[src/hw/rtl/affw_pkg.sv]
`timescale 1ns / 1ps
// ----------------------------------------------------------------------------
// affw_pkg
// Shared types and constants for the affine inverse warp sampler.
// ----------------------------------------------------------------------------
package affw_pkg;

  localparam int MAX_SRC_DIM_DEF = 256;
  localparam int CHANNELS_DEF    = 4;

  localparam int POS_W   = 12;
  localparam int PIX_W   = 32;
  localparam int COEF_W  = 32;
  localparam int DIM_W   = 9;
  localparam int INDEX_W = 3;
  localparam int DATA_W  = 32;

  localparam logic signed [COEF_W-1:0] COEF_ONE  = 32'sd65536;
  localparam logic [DIM_W-1:0]         DIM_RESET = 9'd256;

  typedef enum logic [INDEX_W-1:0] {
    REG_COEF_XX    = 3'd0,
    REG_COEF_XY    = 3'd1,
    REG_OFFSET_X   = 3'd2,
    REG_COEF_YX    = 3'd3,
    REG_COEF_YY    = 3'd4,
    REG_OFFSET_Y   = 3'd5,
    REG_SRC_WIDTH  = 3'd6,
    REG_SRC_HEIGHT = 3'd7
  } affw_reg_t;

  typedef enum logic {
    ACT_LOAD  = 1'b0,
    ACT_QUERY = 1'b1
  } affw_action_t;

  typedef struct packed {
    logic             action;
    logic [POS_W-1:0] pos_x;
    logic [POS_W-1:0] pos_y;
    logic [PIX_W-1:0] pixel_in;
  } affw_req_t;

  typedef struct packed {
    logic [PIX_W-1:0] pixel_out;
    logic             inside_res;
  } affw_res_t;

  typedef enum logic [2:0] {
    ST_IDLE,
    ST_WRITE,
    ST_MUL,
    ST_ADD,
    ST_CHECK,
    ST_READ,
    ST_OUT
  } affw_state_t;

  typedef struct packed {
    logic capture;
    logic write;
    logic mul;
    logic add;
    logic check;
    logic read;
  } affw_cmd_t;

endpackage

[src/hw/rtl/affw_ctrl.sv]
`timescale 1ns / 1ps
// ----------------------------------------------------------------------------
// affw_ctrl
// Sequencer: capture, then write (load) or map, bounds check, read (query).
// ----------------------------------------------------------------------------
module affw_ctrl (
  input  logic               clk,
  input  logic               rst,
  input  logic               start,
  input  logic               action,
  output logic               busy,
  output logic               done,
  output affw_pkg::affw_cmd_t cmd
);
  import affw_pkg::*;

  affw_state_t state, state_next;

  always_ff @(posedge clk) begin
    if (rst) begin
      state <= ST_IDLE;
    end else begin
      state <= state_next;
    end
  end

  always_comb begin
    state_next = state;
    case (state)
      ST_IDLE: begin
        if (start) begin
          state_next = (action == ACT_QUERY) ? ST_MUL : ST_WRITE;
        end
      end
      ST_WRITE: state_next = ST_IDLE;
      ST_MUL:   state_next = ST_ADD;
      ST_ADD:   state_next = ST_CHECK;
      ST_CHECK: state_next = ST_READ;
      ST_READ:  state_next = ST_OUT;
      ST_OUT:   state_next = ST_IDLE;
      default:  state_next = ST_IDLE;
    endcase
  end

  always_comb begin
    cmd  = '0;
    busy = 1'b1;
    done = 1'b0;
    case (state)
      ST_IDLE: begin
        busy        = 1'b0;
        cmd.capture = start;
      end
      ST_WRITE: cmd.write = 1'b1;
      ST_MUL:   cmd.mul   = 1'b1;
      ST_ADD:   cmd.add   = 1'b1;
      ST_CHECK: cmd.check = 1'b1;
      ST_READ:  cmd.read  = 1'b1;
      ST_OUT:   done      = 1'b1;
      default: begin
        busy = 1'b1;
      end
    endcase
  end

  a_query_latency: assert property (@(posedge clk) disable iff (rst)
    (start && !busy && action == ACT_QUERY) |-> ##5 done)
    else $error("query result not delivered five cycles after accept");

  a_load_two_cycles: assert property (@(posedge clk) disable iff (rst)
    (start && !busy && action == ACT_LOAD) |=> (busy && !done) ##1 !busy)
    else $error("load request did not complete in two cycles");

  a_done_then_idle: assert property (@(posedge clk) disable iff (rst)
    done |=> !busy && !done)
    else $error("sequencer did not return to idle after result");

  a_done_busy: assert property (@(posedge clk) disable iff (rst)
    done |-> busy && $past(cmd.read))
    else $error("result strobe without preceding frame read");

endmodule

[config.mk]
export PLATFORM = sky130hd
export DESIGN_NAME = affw_ctrl
export DESIGN_NICKNAME = d
export VERILOG_FILES = /design/src/hw/rtl/affw_pkg.sv /design/src/hw/rtl/affw_ctrl.sv
export SDC_FILE = /design/constraint.sdc
export NUM_CORES = 1
export LEC_CHECK = 0
export BUFFER_PORTS_ARGS = -buffer_cell sky130_fd_sc_hd__buf_2
export CAP_MARGIN = 20
export CORE_AREA = 2 2 39 41
export DETAILED_ROUTE_END_ITERATION = 12
export DIE_AREA = 0 0 41 43
export PLACE_DENSITY = 0.36
export SETUP_SLACK_MARGIN = 0.3
export SLEW_MARGIN = 20
export SYNTH_ARGS = -nofsm -noshare
export SYNTH_HDL_FRONTEND = slang
export SYNTH_SLANG_ARGS = --single-unit
[constraint.sdc]
create_clock -name clk -period 1.43 [get_ports clk]
set_input_delay 0.2145 -clock clk [delete_from_list [all_inputs] [get_ports clk]]
set_output_delay 0.2145 -clock clk [all_outputs]
set_load 0.01 [all_outputs]
# After elaboration in Yosys (flattened, before gate mapping)
# Cells that the tools add are included.
# totals
inputBits	4
regBits	3
word_cells	20
# op_classes
n_mux	11
reduce_logical	1
n_eq_ne	7
# ops
operator	n
$pmux W3 S5	1
$eq A3 B3 Y1 const B	3
$mux W1	8
$eq A3 B2 Y1 const B	2
$eq A3 B1 Y1 const B	1
$logic_not A3 Y1	1
$mux W3	1
$mux W2	1
$ne A2 B2 Y1 const B	1

# Logic depth before layout (Yosys ltp)
# logic_depth
depth_word	3
ltp_mapped	5
ltp_nobuf	4

# Worst setup path before layout
# OpenSTA, ideal clock, no wires.
# synth_timing
path_kind	reg-to-reg
start	register state[0]
end	register state[0]
setup_time_ps	60
arrival_time_ps	1252
path_stages_with_launch	5
setup_slack_ps	119
path_cell_list	dfxtp_1 -> buf_6 -> or3_4 -> a211oi_2 -> o311a_1
# synth_between
elab_chain_len	2
# synth_rtl
element	line	text
start: declaration	affw_ctrl.sv:17	affw_state_t state, state_next;
start signal: assignment	affw_ctrl.sv:23	state <= state_next;
$eq A3 B3 Y1, or another cell as far along	affw_ctrl.sv:29	case (state)
$pmux W3 S5 or $ne A2 B2 Y1 (tied branches)	-	
# Parallel ways exist; a longest one is shown, timed or not.
# A chain may end at the register's enable or synchronous reset.

==> impl_results.md <==
- Pint: 0.272 mW
- Vias in the first global route: 255
- CTS Sinks: 3
- Leakage: roughly 0.23 nW
- Worst-Margin Slew: 380 ps
- CP Launch Type: register
- Reg2Reg Depth: 4
- Yosys cell types: 17
- Switch share: 32.5%
- Regs by FF count: state: 3 flops
- GRT Total Usage: roughly 11%
- Post-DRT Antenna Nets: 0
- I/O Buffers: 11
- Setup violators final: 0
- Clock transition at path regs: ~40 ps
- Clock power share: 39.1%
- Number of diodes: 0
- Netlist Area Pre-Place: about 230 sq um
- Clock insertion delay at the later pin of the skew report: roughly 240 ps
- Pwr Density: ~870 nW/um^2
- Post-synth top cells: 3 x dfxtp_1, 3 x inv_1, 3 x nor3b_1
- Drt via density: ~4.4
- Routed vias: 279
- Fmax: 0.711 GHz
- Final worst slack: 23.1 ps
- Rows: 14
- Share of post-route cells with drive strength above 1: roughly four fifths
- First-pass GRT wire length: between 1000 and 1500 um
- Biggest register: state
- Filler cells: about 150
- Core area: around 1400 sq um
- Sequential area share after synthesis: around a quarter
- Pin count of the biggest net entering global routing: 9
- Initial antenna violation count: 0
- Critical Path End Type: output pin
- Rel. slew slack: 74.5%
- Hold-fix buffers at CTS: 0
- R2R Path End: state[0]$_SDFFE_PP0P_
- Hold Crit Depth: 3
- Sequential Power Share: 24.7%
- Clk buf depth: 2
- Endpoints failing hold: 0
- Total Wirelength: roughly 760 um
- Worst hold margin: roughly 260 ps
- Max-cap violations: 0
- CP Data Arrival Time: about 1200 ps
- TritonCTS clock tree: done
- Final setup skew: around 4.4 ps
- Starting Density: between 10% and 20%
- Worst hold path startpoint: rst
- Synthesized instance count: 26
- Layout area overhead: 106%
- Reg2Reg Launch Point: state[2]$_SDFFE_PP0P_
- Fin nets: between 50 and 60
- Top FF cell, synth: dfxtp_1
- Clock root cell: clkbuf_4
- Max FO, Critical Path: 4
- Die ar.: roughly 1800 sq um
- Die X: a little over 40 um
- Slew Viols, Final: 0
- Logic pwr share: between 30% and 40%
- Sum Neg Setup Slack: 0 ps
- Synth async-reset ratio: 0%
- RSZ-0062 raised after global routing: yes
- P_sw: between 0.1 and 0.15 mW
- Starting DRT DRC Count: 3
- Min-delay worst type: in -> reg
- Max reg flops: 3
- #FFs+latches synth: 3
- Die Ht: 43 um
- GR Overflow Total: 0
- Top Ports: 12
- Num CTS Buffers: 3
- Number of synthesized flops with an enable pin: 0
- Critical Path RT: around 1200 ps
- Worst vdd ir: 0.250 mV
- Design area: around 460 sq um
- Total chip power: between 0.4 and 0.5 mW
- Ranking of synthesized cells by area: dfxtp_1 27%, buf_6 10%, nor3b_1 10%
- R2R Setup Slk: 50 ps
- Dpl hpwl: roughly 460 um
- RePlAce Congestion: 0.801
- Critical path class: reg -> out
- Placed cell areas: slightly below 300 sq um
- Synthesized area per cell: 8.66 sq um
- Yosys Warn Count: 0
- Minimum clock period: approximately 1400 ps
- 1st-pass router iterations: 4
- Largest area contributor in the netlist: dfxtp_1
- Drc violations: 0
- Mapped Nets: 31
- Hold EP: state[2]$_SDFFE_PP0P_
- Post-DR wirelength/cell: between 10 and 15 um
- Final period utilization: 98.4%
- Outcome: finished clean
- Post-Place Setup Slack: around 50 ps
- H-Tree Depth: 1
- Post-synth top area share: between 20% and 30%
logic make-up (layout without fill, tap and decap cells):
logic type               Yosys count  count (layout)  synth area share, %
AND/OR/NAND/NOR                   10              10                 28.3
flip-flops                         3               3                 26.7
AO/OA/AOI/OAI                      6               6                 22.2
buffers and inverters              6              28                 17.2
adder cells (fa/ha/maj)            1               1                 5.55
per-layer routing:
layer | vias up | global-route usage [%] | share of wire, %
li1 | 134 | - | -
met1 | 134 | 11.8 | 40
met2 | 9 | 15.6 | 54
met3 | 2 | 3.14 | 3.7
met4 | 0 | 10.0 | 2.8
met5 | - | 0 | 0
stage by stage:
step                utilization (%)  instances
global route                   33.5         64
floorplan                         -         26
detailed placement             21.3         53
CTS                            29.6         62
global placement               21.3         53
finish                         33.5         64
critical path, stage by stage, from the launching register on:
cell and delay (ps):
dfxtp_4 350, or3_4 380, nor2_1 90, buf_2 130
worst max path at each step:
| stage | startpoint | cells after the start | to |
|---|---|---|---|
| 2_1_floorplan | state[0]$_SDFFE_PP0P_ | 4 | state[0]$_SDFFE_PP0P_ |
| 3_3_place_gp | state[1]$_SDFFE_PP0P_ | 4 | state[0]$_SDFFE_PP0P_ |
| 3_5_place_dp | state[1]$_SDFFE_PP0P_ | 4 | state[0]$_SDFFE_PP0P_ |
| 4_1_cts | state[2]$_SDFFE_PP0P_ | 3 | cmd[5] |
| 5_1_grt | state[2]$_SDFFE_PP0P_ | 3 | cmd[5] |
| 6_report | state[2]$_SDFFE_PP0P_ | 3 | cmd[5] |
cell usage in the layout (no fill, tap or decap), types with 2 or more instances in the layout:
cell type,instances
buf_2,9
buf_6,6
buf_4,6
nor3b_2,3
clkbuf_4,3
inv_1,2
o21a_1,2
dfxtp_4,2
timing repair:
action | in CTS | in global routing
setup buffers | 5 | 2
pin swaps | 3 | 2
endpoints found under the setup margin | 11 | 11
gates resized for setup | 13 | 9
power groups by stage:
stage | clock network (mW) | registers [mW] | logic, mW
after floorplan | 0 | 0.0942 | 0.0736
after global placement | 0 | 0.100 | 0.0914
after detailed placement | 0 | 0.0996 | 0.0923
after CTS | 0.160 | 0.0991 | 0.125
after global routing | 0.168 | 0.100 | 0.156
final | 0.158 | 0.0996 | 0.146
layout make-up:
type / count / area, sq um / area share [%]
repair buffers: 21 / 158 / 34.1
well taps: 16 / 20.0 / 4.32
clock buffers: 4 / 26.3 / 5.68
multi-input cells: 17 / 179 / 38.6
inverters: 3 / 11.3 / 2.43
flip-flops and latches: 3 / 68.8 / 14.9
Note: power is estimated with default switching activity, not from simulation.
